File: src/rtl/rfdp_pkg.sv
// ----------------------------------------------------------------------------
// Record field directory parser package
// Shared types and constants for the controller, datapath and top level.
// ----------------------------------------------------------------------------
`timescale 1ns / 1ps
`default_nettype none

package rfdp_pkg;

  // Configuration register indexes
  localparam logic [1:0] CFG_FIELD_COUNT  = 2'd0;
  localparam logic [1:0] CFG_VARCHAR_MASK = 2'd1;
  localparam logic [1:0] CFG_FIXED_WIDTH  = 2'd2;

  localparam logic [5:0]  FIELD_COUNT_RST = 6'd1;
  localparam logic [3:0]  FIXED_WIDTH_RST = 4'd4;
  localparam int          VARCHAR_BITS    = 32;
  localparam int          LEN_BYTES       = 4;

  typedef enum logic [1:0] {
    PH_BITMAP,
    PH_LENGTH,
    PH_BODY
  } phase_t;

  // What a field needs when the parser reaches it
  typedef enum logic [2:0] {
    K_END,
    K_NULL,
    K_FIX0,
    K_ARM_VC,
    K_ARM_FIX
  } kind_t;

  typedef enum logic {
    ST_IDLE,
    ST_RUN
  } ctrl_state_t;

  typedef struct packed {
    logic take_byte;
    logic run_step;
  } dp_cmd_t;

  typedef struct packed {
    logic run_start;
    logic run_last;
    logic out_free;
  } dp_status_t;

endpackage

`default_nettype wire

File: src/rtl/record_field_directory_parser_unit.sv
// ----------------------------------------------------------------------------
// Record field directory parser
// Parses a serialized record byte by byte into a directory of field ends.
// ----------------------------------------------------------------------------
// Usage:
//   in_*  : one record byte per transaction (null bitmap, then field data).
//   out_* : one directory entry per transaction; a byte that ends a field or
//           the bitmap can release a run for following null or empty fields.
//   cfg_* : single-cycle register writes; write only between records or
//           while no entries are pending.
// Timing:
//   A byte that releases no entries leaves the controller idle, so bytes
//   stream at one per cycle. A byte that releases N entries puts it in its
//   run state, in which the field walker issues one entry per cycle into the
//   output register while that register is free, and in_stall stays high.
//   Each entry shows on out_valid in the cycle after the walker issues it.
// Reset: registers return to one field, no varchar fields, 4-byte fixed
//   fields; the parser waits for the first bitmap byte.
// Stall: out_stall holds the output register and pauses the field walker;
//   input bytes are still taken while the last entry of a run waits.
// ----------------------------------------------------------------------------
`timescale 1ns / 1ps
`default_nettype none

module record_field_directory_parser_unit import rfdp_pkg::*; #(
  parameter int MAX_FIELDS = 32
) (
  input  wire logic        clk,
  input  wire logic        rst_n,
  input  wire logic        cfg_we,
  input  wire logic [1:0]  cfg_index,
  input  wire logic [31:0] cfg_data,
  input  wire logic        in_valid,
  output logic             in_stall,
  input  wire logic [7:0]  in_data_byte,
  output logic             out_valid,
  input  wire logic        out_stall,
  output logic [4:0]       out_field_index,
  output logic [15:0]      out_end_offset,
  output logic             out_field_is_null,
  output logic             out_record_done,
  output logic [16:0]      out_record_length,
  output logic             out_oversize,
  output logic             out_last_in_run
);

  dp_cmd_t    cmd;
  dp_status_t status;

  rfdp_ctrl u_ctrl (
    .clk      (clk),
    .rst_n    (rst_n),
    .in_valid (in_valid),
    .in_stall (in_stall),
    .status   (status),
    .cmd      (cmd)
  );

  rfdp_dpath #(
    .MAX_FIELDS (MAX_FIELDS)
  ) u_dpath (
    .clk               (clk),
    .rst_n             (rst_n),
    .cfg_we            (cfg_we),
    .cfg_index         (cfg_index),
    .cfg_data          (cfg_data),
    .in_data_byte      (in_data_byte),
    .cmd               (cmd),
    .status            (status),
    .out_stall         (out_stall),
    .out_valid         (out_valid),
    .out_field_index   (out_field_index),
    .out_end_offset    (out_end_offset),
    .out_field_is_null (out_field_is_null),
    .out_record_done   (out_record_done),
    .out_record_length (out_record_length),
    .out_oversize      (out_oversize),
    .out_last_in_run   (out_last_in_run)
  );

endmodule

`default_nettype wire

File: src/rtl/rfdp_ctrl.sv
// ----------------------------------------------------------------------------
// Record field directory parser controller
// Decides when a byte is taken and when one directory entry is issued.
// ----------------------------------------------------------------------------
`timescale 1ns / 1ps
`default_nettype none

module rfdp_ctrl import rfdp_pkg::*; (
  input  wire logic       clk,
  input  wire logic       rst_n,
  input  wire logic       in_valid,
  output logic            in_stall,
  input  wire dp_status_t status,
  output dp_cmd_t         cmd
);

  ctrl_state_t state_r;
  ctrl_state_t state_nxt;

  always_ff @(posedge clk) begin
    if (!rst_n) begin
      state_r <= ST_IDLE;
    end else begin
      state_r <= state_nxt;
    end
  end

  always_comb begin
    state_nxt = state_r;
    case (state_r)
      ST_IDLE: begin
        if (cmd.take_byte && status.run_start) state_nxt = ST_RUN;
      end
      ST_RUN: begin
        if (cmd.run_step && status.run_last) state_nxt = ST_IDLE;
      end
      default: state_nxt = ST_IDLE;
    endcase
  end

  always_comb begin
    in_stall      = 1'b1;
    cmd.take_byte = 1'b0;
    cmd.run_step  = 1'b0;
    case (state_r)
      ST_IDLE: begin
        in_stall      = 1'b0;
        cmd.take_byte = in_valid;
      end
      ST_RUN: begin
        // issue one entry each cycle the output register can take it
        cmd.run_step = status.out_free;
      end
      default: begin
        in_stall = 1'b1;
      end
    endcase
  end

endmodule

`default_nettype wire

File: src/rtl/rfdp_dpath.sv
// ----------------------------------------------------------------------------
// Record field directory parser datapath
// Configuration registers, parse state, field walker and output register.
// ----------------------------------------------------------------------------
`timescale 1ns / 1ps
`default_nettype none

module rfdp_dpath import rfdp_pkg::*; #(
  parameter int MAX_FIELDS = 32
) (
  input  wire logic        clk,
  input  wire logic        rst_n,
  input  wire logic        cfg_we,
  input  wire logic [1:0]  cfg_index,
  input  wire logic [31:0] cfg_data,
  input  wire logic [7:0]  in_data_byte,
  input  wire dp_cmd_t     cmd,
  output dp_status_t       status,
  input  wire logic        out_stall,
  output logic             out_valid,
  output logic [4:0]       out_field_index,
  output logic [15:0]      out_end_offset,
  output logic             out_field_is_null,
  output logic             out_record_done,
  output logic [16:0]      out_record_length,
  output logic             out_oversize,
  output logic             out_last_in_run
);

  localparam int CW = $clog2(MAX_FIELDS + 1);
  localparam int IW = (MAX_FIELDS > 1) ? $clog2(MAX_FIELDS) : 1;

  // configuration
  logic [5:0]  field_count_r;
  logic [31:0] varchar_mask_r;
  logic [3:0]  fixed_width_r;

  // parse state
  phase_t                  phase_r, phase_nxt;
  logic [MAX_FIELDS-1:0]   null_mask_r, null_mask_nxt;
  logic [2:0]              bm_seen_r, bm_seen_nxt;
  logic [CW-1:0]           cur_field_r, cur_field_nxt;
  logic [31:0]             bytes_left_r, bytes_left_nxt;
  logic [31:0]             len_accum_r, len_accum_nxt;
  logic [2:0]              len_seen_r, len_seen_nxt;
  logic [16:0]             data_offset_r, data_offset_nxt;
  logic                    finish_r, finish_nxt;

  // output register
  logic        out_valid_r;
  logic [4:0]  out_field_index_r;
  logic [15:0] out_end_offset_r;
  logic        out_field_is_null_r;
  logic        out_record_done_r;
  logic [16:0] out_record_length_r;
  logic        out_oversize_r;
  logic        out_last_in_run_r;

  logic [6:0]            eff7;
  logic [CW-1:0]         cnt;
  logic [3:0]            nb;
  logic [MAX_FIELDS-1:0] mask_bm;
  logic [CW-1:0]         nxt_field;
  logic [15:0]           off_sat;
  logic                  emit_null;
  logic                  emit_done;
  logic [16:0]           bump_off;
  logic [31:0]           acc;
  logic [2:0]            lseen;
  logic [31:0]           bl_dec;
  logic [3:0]            bm_seen1;
  kind_t                 k0;
  kind_t                 kn;
  logic                  do_clear;
  logic                  run_start;
  logic                  run_last;

  function automatic logic null_at(input logic [MAX_FIELDS-1:0] m, input logic [CW-1:0] j);
    logic r;
    r = 1'b0;
    if (j < CW'(MAX_FIELDS)) r = m[j[IW-1:0]];
    return r;
  endfunction

  function automatic logic vc_at(input logic [31:0] vm, input logic [CW-1:0] j);
    logic [6:0] jx;
    logic       r;
    jx = 7'(j);
    r  = 1'b0;
    if (jx < 7'(VARCHAR_BITS)) r = vm[jx[4:0]];
    return r;
  endfunction

  function automatic kind_t classify(input logic [CW-1:0] j, input logic [CW-1:0] c,
                                     input logic is_null, input logic is_vc,
                                     input logic fw_zero);
    kind_t k;
    if (j >= c)        k = K_END;
    else if (is_null)  k = K_NULL;
    else if (is_vc)    k = K_ARM_VC;
    else if (fw_zero)  k = K_FIX0;
    else               k = K_ARM_FIX;
    return k;
  endfunction

  always_ff @(posedge clk) begin
    if (!rst_n) begin
      field_count_r  <= FIELD_COUNT_RST;
      varchar_mask_r <= '0;
      fixed_width_r  <= FIXED_WIDTH_RST;
    end else if (cfg_we) begin
      case (cfg_index)
        CFG_FIELD_COUNT:  field_count_r  <= cfg_data[5:0];
        CFG_VARCHAR_MASK: varchar_mask_r <= cfg_data;
        CFG_FIXED_WIDTH:  fixed_width_r  <= cfg_data[3:0];
        default: ;
      endcase
    end
  end

  // effective field count and bitmap length
  always_comb begin
    if (field_count_r == 6'd0)                 eff7 = 7'd1;
    else if (7'(field_count_r) > 7'(MAX_FIELDS)) eff7 = 7'(MAX_FIELDS);
    else                                        eff7 = 7'(field_count_r);
    cnt = CW'(eff7);
    nb  = 4'((eff7 + 7'd7) >> 3);
  end

  // null mask with this bitmap byte folded in, MSB first
  always_comb begin
    for (int p = 0; p < MAX_FIELDS; p++) begin
      mask_bm[p] = (bm_seen_r == 3'd0) ? 1'b0 : null_mask_r[p];
      if (3'(p / 8) == bm_seen_r && in_data_byte[3'(7 - (p % 8))]) mask_bm[p] = 1'b1;
    end
  end

  always_comb begin
    nxt_field = cur_field_r + CW'(1);
    off_sat   = data_offset_r[16] ? 16'hFFFF : data_offset_r[15:0];
    emit_null = !finish_r && null_at(null_mask_r, cur_field_r);
    emit_done = nxt_field >= cnt;
    bump_off  = data_offset_r[16] ? data_offset_r : data_offset_r + 17'd1;
    acc       = len_accum_r | (32'(in_data_byte) << {len_seen_r[1:0], 3'b000});
    lseen     = len_seen_r + 3'd1;
    bl_dec    = (bytes_left_r != 32'd0) ? bytes_left_r - 32'd1 : 32'd0;
    bm_seen1  = 4'(bm_seen_r) + 4'd1;
    k0 = classify('0, cnt, mask_bm[0], varchar_mask_r[0], fixed_width_r == 4'd0);
    kn = classify(nxt_field, cnt, null_at(null_mask_r, nxt_field),
                  vc_at(varchar_mask_r, nxt_field), fixed_width_r == 4'd0);
  end

  always_comb begin
    phase_nxt       = phase_r;
    null_mask_nxt   = null_mask_r;
    bm_seen_nxt     = bm_seen_r;
    cur_field_nxt   = cur_field_r;
    bytes_left_nxt  = bytes_left_r;
    len_accum_nxt   = len_accum_r;
    len_seen_nxt    = len_seen_r;
    data_offset_nxt = data_offset_r;
    finish_nxt      = finish_r;
    do_clear        = 1'b0;
    run_start       = 1'b0;
    run_last        = 1'b0;

    if (cmd.take_byte) begin
      case (phase_r)
        PH_LENGTH: begin
          data_offset_nxt = bump_off;
          if (lseen >= 3'(LEN_BYTES)) begin
            bytes_left_nxt = acc;
            len_accum_nxt  = '0;
            len_seen_nxt   = '0;
            if (acc == 32'd0) begin
              run_start  = 1'b1;
              finish_nxt = 1'b1;
            end else begin
              phase_nxt = PH_BODY;
            end
          end else begin
            len_accum_nxt = acc;
            len_seen_nxt  = lseen;
          end
        end
        PH_BODY: begin
          data_offset_nxt = bump_off;
          bytes_left_nxt  = bl_dec;
          if (bl_dec == 32'd0) begin
            run_start  = 1'b1;
            finish_nxt = 1'b1;
          end
        end
        default: begin
          null_mask_nxt = mask_bm;
          if (bm_seen1 >= nb) begin
            bm_seen_nxt     = '0;
            cur_field_nxt   = '0;
            data_offset_nxt = '0;
            case (k0)
              K_NULL, K_FIX0: begin
                run_start  = 1'b1;
                finish_nxt = 1'b0;
              end
              K_ARM_VC: begin
                phase_nxt     = PH_LENGTH;
                len_accum_nxt = '0;
                len_seen_nxt  = '0;
              end
              K_ARM_FIX: begin
                bytes_left_nxt = 32'(fixed_width_r);
                phase_nxt      = PH_BODY;
              end
              default: do_clear = 1'b1;
            endcase
          end else begin
            bm_seen_nxt = bm_seen1[2:0];
          end
        end
      endcase
    end

    if (cmd.run_step) begin
      // look ahead at the next field so the last entry of a run is flagged
      case (kn)
        K_NULL, K_FIX0: begin
          cur_field_nxt = nxt_field;
          finish_nxt    = 1'b0;
        end
        K_ARM_VC: begin
          run_last      = 1'b1;
          cur_field_nxt = nxt_field;
          phase_nxt     = PH_LENGTH;
          len_accum_nxt = '0;
          len_seen_nxt  = '0;
        end
        K_ARM_FIX: begin
          run_last       = 1'b1;
          cur_field_nxt  = nxt_field;
          bytes_left_nxt = 32'(fixed_width_r);
          phase_nxt      = PH_BODY;
        end
        default: begin
          run_last = 1'b1;
          do_clear = 1'b1;
        end
      endcase
    end

    if (do_clear) begin
      phase_nxt       = PH_BITMAP;
      null_mask_nxt   = '0;
      bm_seen_nxt     = '0;
      cur_field_nxt   = '0;
      bytes_left_nxt  = '0;
      len_accum_nxt   = '0;
      len_seen_nxt    = '0;
      data_offset_nxt = '0;
    end
  end

  always_ff @(posedge clk) begin
    if (!rst_n) begin
      phase_r       <= PH_BITMAP;
      null_mask_r   <= '0;
      bm_seen_r     <= '0;
      cur_field_r   <= '0;
      bytes_left_r  <= '0;
      len_accum_r   <= '0;
      len_seen_r    <= '0;
      data_offset_r <= '0;
      finish_r      <= 1'b0;
    end else begin
      phase_r       <= phase_nxt;
      null_mask_r   <= null_mask_nxt;
      bm_seen_r     <= bm_seen_nxt;
      cur_field_r   <= cur_field_nxt;
      bytes_left_r  <= bytes_left_nxt;
      len_accum_r   <= len_accum_nxt;
      len_seen_r    <= len_seen_nxt;
      data_offset_r <= data_offset_nxt;
      finish_r      <= finish_nxt;
    end
  end

  always_ff @(posedge clk) begin
    if (!rst_n) begin
      out_valid_r <= 1'b0;
    end else if (cmd.run_step) begin
      out_valid_r <= 1'b1;
    end else if (!out_stall) begin
      out_valid_r <= 1'b0;
    end
  end

  always_ff @(posedge clk) begin
    if (cmd.run_step) begin
      out_field_index_r   <= 5'(cur_field_r);
      out_end_offset_r    <= off_sat;
      out_field_is_null_r <= emit_null;
      out_record_done_r   <= emit_done;
      out_record_length_r <= emit_done ? 17'(nb) + 17'(off_sat) : 17'd0;
      out_oversize_r      <= data_offset_r[16];
      out_last_in_run_r   <= run_last;
    end
  end

  assign status.run_start = run_start;
  assign status.run_last  = run_last;
  assign status.out_free  = !out_valid_r || !out_stall;

  assign out_valid         = out_valid_r;
  assign out_field_index   = out_field_index_r;
  assign out_end_offset    = out_end_offset_r;
  assign out_field_is_null = out_field_is_null_r;
  assign out_record_done   = out_record_done_r;
  assign out_record_length = out_record_length_r;
  assign out_oversize      = out_oversize_r;
  assign out_last_in_run   = out_last_in_run_r;

endmodule

`default_nettype wire

File: config.mk
export PLATFORM = sky130hd
export DESIGN_NAME = record_field_directory_parser_unit
export DESIGN_NICKNAME = d
export VERILOG_FILES = /design/src/rtl/rfdp_pkg.sv /design/src/rtl/record_field_directory_parser_unit.sv /design/src/rtl/rfdp_ctrl.sv /design/src/rtl/rfdp_dpath.sv
export SDC_FILE = /design/constraint.sdc
export NUM_CORES = 1
export LEC_CHECK = 0
export BUFFER_PORTS_ARGS = -buffer_cell sky130_fd_sc_hd__clkbuf_2
export CAP_MARGIN = 0
export CORE_MARGIN = 10
export CORE_UTILIZATION = 50
export DETAILED_ROUTE_END_ITERATION = 6
export GPL_TIMING_DRIVEN = 0
export PLACE_DENSITY = 0.71
export SLEW_MARGIN = 20
export SYNTH_ARGS = -nofsm -noshare
export SYNTH_HDL_FRONTEND = slang
export SYNTH_SLANG_ARGS = --single-unit
File: constraint.sdc
create_clock -name clk -period 5.13 [get_ports clk]
set_clock_uncertainty 0.2 [all_clocks]
set_input_delay 0.513 -clock clk [delete_from_list [all_inputs] [get_ports clk]]
set_output_delay 0.513 -clock clk [all_outputs]
set_load 0.01 [all_outputs]
==> impl_results.md <==
- Total Nets Final: 1483
- Vias/cell: 6.05
- Synth area leader: dfxtp_1
- Most frequent cells after synthesis: 174 x nor2_1, 157 x dfxtp_1, 135 x nand2_1
- Share of the synthesized area in the top cell type: 28.5%
- Reg clk slew, reported paths: 0.09 ns
- Cell with the most instances after synthesis: nor2_1
- WHS: 0.0768 ns
- Slew Limit Fails: 0
- Failing checks: DRC
- Worst-path cell chain: clkbuf_1 -> nand3_1 -> xor2_4 -> inv_1 -> ha_1 -> o21a_1 -> o211ai_1 -> a21oi_1 -> a211oi_1 -> clkbuf_2 -> and2_1 -> clkbuf_1 -> nand4_2 -> nand2_2 -> buf_2 -> nor2_1
- Worst Path Arrival: 4.87 ns
- FP Rows: 54
- Worst vdd ir: 257 uV
- Period utilization: 92.4%
- Seq/Total Area, Yosys: 40.0%
- Final Hold Viols: 0
- Syn. warnings: 0
- Synthesized area per cell: 8.44 sq um
- Worst R2R End: u_dpath.bytes_left_r[12]
- Worst Tran Pin Value: 0.832 ns
- Asr flop ratio synth: 0%
- TritonCTS clock tree: yes
- Worst setup EP type: flip-flop
- Delay-heaviest family, CP: buffers and inverters
- MaxCap Viol Count: 0
- Placed cell area: 11900 sq um
- Setup Fix Bufs, Post-CTS: 0
- Latest clock arrival within the worst-skew pair: 0.45 ns
- Final period demand of the worst path: 4.74 ns
- Synth unique cells: 72
- Total chip power: 4.27 mW
- Post-Syn Area: 11000 sq um
- Cell area after layout: 12500 sq um
- Crit Path Category: flip-flop to flip-flop
- H-tree depth: 4
- Core area: 21800 sq um
- Port-buffer cells: 87
- Cells resized by post-CTS repair: 1
- Worst path max stage delay: 0.41 ns
- Clock Root Buffer: clkbuf_16
- CP max FO: 10
- Hpwl dp: 23100 um
- Fraction of layout cells with a size suffix above 1: 13.1%
- Vias in the first global route: 9555
- Height of the chip: 168 um
- Switch share: 35.7%
- Clock Path Buffers: 2
- Die Area: 28400 sq um
- Initial DRC Count: 1149
- Total congestion overflow: 0
- Total number of vias: 10300
- Comb power frac: 27.5%
- Area Overhead vs Synth: 13.4%
- Setup TNS: 0 ns
- Clock power frac: 32.2%
- Diodes inserted: 0
- DR pass1 iterations: 7
- Drt wl/cell: 18.6 um
- Gpl congestion: 0.952
- Post-synth EDFFs: 42
- Part of the power in registers: 40.2%
- R2R cell count: 16
- Pin count of the biggest net entering global routing: 28
- Largest cells by area after synthesis: dfxtp_1 29%, edfxtp_1 11%, nor2_1 5.9%, nand2_1 4.6%, a22oi_1 4.1%
- Cells after Synth: 1304
- Highest Clock Rate: 211 MHz
- Top Ports: 91
- Clock sinks: 199
- Die Wd: 168 um
- Post-synthesis register bit count: 199
- Reg-to-reg slack, setup: 0.39 ns
- Initial antenna violation count: 0
- Cell Int Power: 2.74 mW
- Most used cell, CP: clkbuf_1
- Fill cells: 2065
- Detailed-route wire length: 31800 um
- Drt drc: 10
- Global-route wire length before repair: 50900 um
- Setup crit end: u_dpath.bytes_left_r[12]
- Cell Pwr Density: 342 nW/um^2
- Critical R2R Launch: u_dpath.cur_field_r[1]
- Routed Antenna Nets: 0
- RSZ-0062 raised after global routing: false
- CTS Buf Count: 17
- Worst path bufs/invs: 5
- Crit-path slowest cell: xor2_4
- GRT Total Usage: 21.7%
- Syn nets: 1375
- Leakage power: 4.60 nW
- Status: finished, violations left
- Final setup vio count: 0
- Rel. slew slack: 44.4%
- Hold crit path type: primary input to flip-flop
- WP depth: 16
- CP Launch Point: u_dpath.cur_field_r[1]
- # hold bufs at CTS: 0
- Worst setup SP type: flip-flop
- Worst EP required: 5.26 ns
- Initial core utilization: 50.6%
- Most used DFF post-synth: dfxtp_1
- Net Sw Power: 1.52 mW
[sequential cells by signal (all words and copies together), names as in the netlist, 2 cells and up]
signal / flops
u_dpath.bytes_left_r: 32
u_dpath.len_accum_r: 32
u_dpath.varchar_mask_r: 32
u_dpath.data_offset_r: 17
u_dpath.null_mask_r: 17
u_dpath.out_record_length: 17
u_dpath.out_end_offset: 16
u_dpath.cur_field_r: 6
u_dpath.field_count_r: 6
u_dpath.out_field_index: 5
u_dpath.fixed_width_r: 4
u_dpath.bm_seen_r: 3
u_dpath.len_seen_r: 3
u_dpath.phase_r: 2
[layout by cell type (no fill, tap or decap), types with 7 or more instances in the layout]
| cell | instances |
|---|---|
| mux4_2 | 16 |
| a32oi_1 | 7 |
| xnor2_1 | 24 |
| clkbuf_1 | 85 |
| nor3_1 | 39 |
| a21oi_1 | 79 |
| or4_1 | 7 |
| nor4_1 | 20 |
| clkbuf_2 | 89 |
| o22ai_1 | 11 |
| nor2b_1 | 19 |
| clkbuf_16 | 17 |
| nand3_1 | 25 |
| edfxtp_1 | 42 |
| nor2_1 | 174 |
| xor2_1 | 11 |
| and3_1 | 13 |
| dfxtp_1 | 157 |
| nand2_1 | 134 |
| ha_1 | 23 |
| and2_1 | 8 |
| or2_2 | 17 |
| a211oi_1 | 15 |
| inv_1 | 29 |
| a31oi_1 | 11 |
| o21ai_0 | 66 |
| o221ai_1 | 7 |
| a21boi_0 | 33 |
| mux2i_1 | 25 |
| a22oi_1 | 60 |
| buf_2 | 8 |
| nand2b_1 | 9 |
| nand4_1 | 16 |
[through the flow]
stage	setup slack (ns)	util [%]	cells
2_1_floorplan	0.804	-	1304
3_3_place_gp	-0.689	54.2	1671
3_5_place_dp	0.0368	54.5	1673
4_1_cts	0.203	57.3	1705
5_1_grt	0.0679	57.4	1705
6_report	0.391	57.4	1705
[logic make-up (layout without fill, tap and decap cells)]
kind of cell	after synthesis	after routing	synth area share, %
compound gates	358	358	21.8
xor+xnor	36	36	2.93
fa+ha+maj	24	24	2.80
buf+inv	131	252	4.69
flops	199	199	40.0
mux	44	44	5.85
other cells	2	2	0.0682
simple gates	510	510	21.9
[cell type report]
class                           instances  area, sq um  area share [%]
Multi-Input combinational cell        974         6120            49.0
Sequential cell                       199         4400            35.3
Timing Repair Buffer                   89          490            3.93
Clock buffer                           18          430            3.45
Buffer                                101          405            3.25
Tap cell                              280          350            2.81
Clock inverter                         14          169            1.35
Inverter                               30          113           0.902
[worst min-delay path by stage]
stage / start / end / cells after the start / slack [ns]
detailed placement: u_dpath.cur_field_r[2] / u_dpath.out_field_index[2] / 0 / 0.22
finish: cfg_data[13] / u_dpath.varchar_mask_r[13] / 3 / 0.08
CTS: cfg_data[28] / u_dpath.varchar_mask_r[28] / 3 / 0.07
global placement: u_dpath.cur_field_r[3] / u_dpath.out_field_index[3] / 0 / 0.22
global route: cfg_data[18] / u_dpath.varchar_mask_r[18] / 3 / 0.08
floorplan: u_dpath.cur_field_r[3] / u_dpath.out_field_index[3] / 0 / 0.20
[power by group through the flow]
stage	clock [mW]	sequential [mW]	combinational (mW)
after floorplan	0	1.76	0.789
after global placement	0	1.76	1.12
after detailed placement	0	1.75	1.14
after CTS	1.39	1.72	1.15
after global routing	1.46	1.73	1.28
final	1.38	1.72	1.18
[metal layers]
metal,GRT usage (%),vias to the layer above,part of all wire (%)
met5,0,-,0
met4,6.55,0,1.7
met3,4.82,56,8.5
met2,33.6,447,45
met1,29.7,4857,45
li1,-,4959,-
[worst min-delay path: stages]
cell and delay [ns]:
clkbuf_2 0.08, nand2_1 0.04, a21boi_0 0.06
Power figures use the tool's default switching activity.
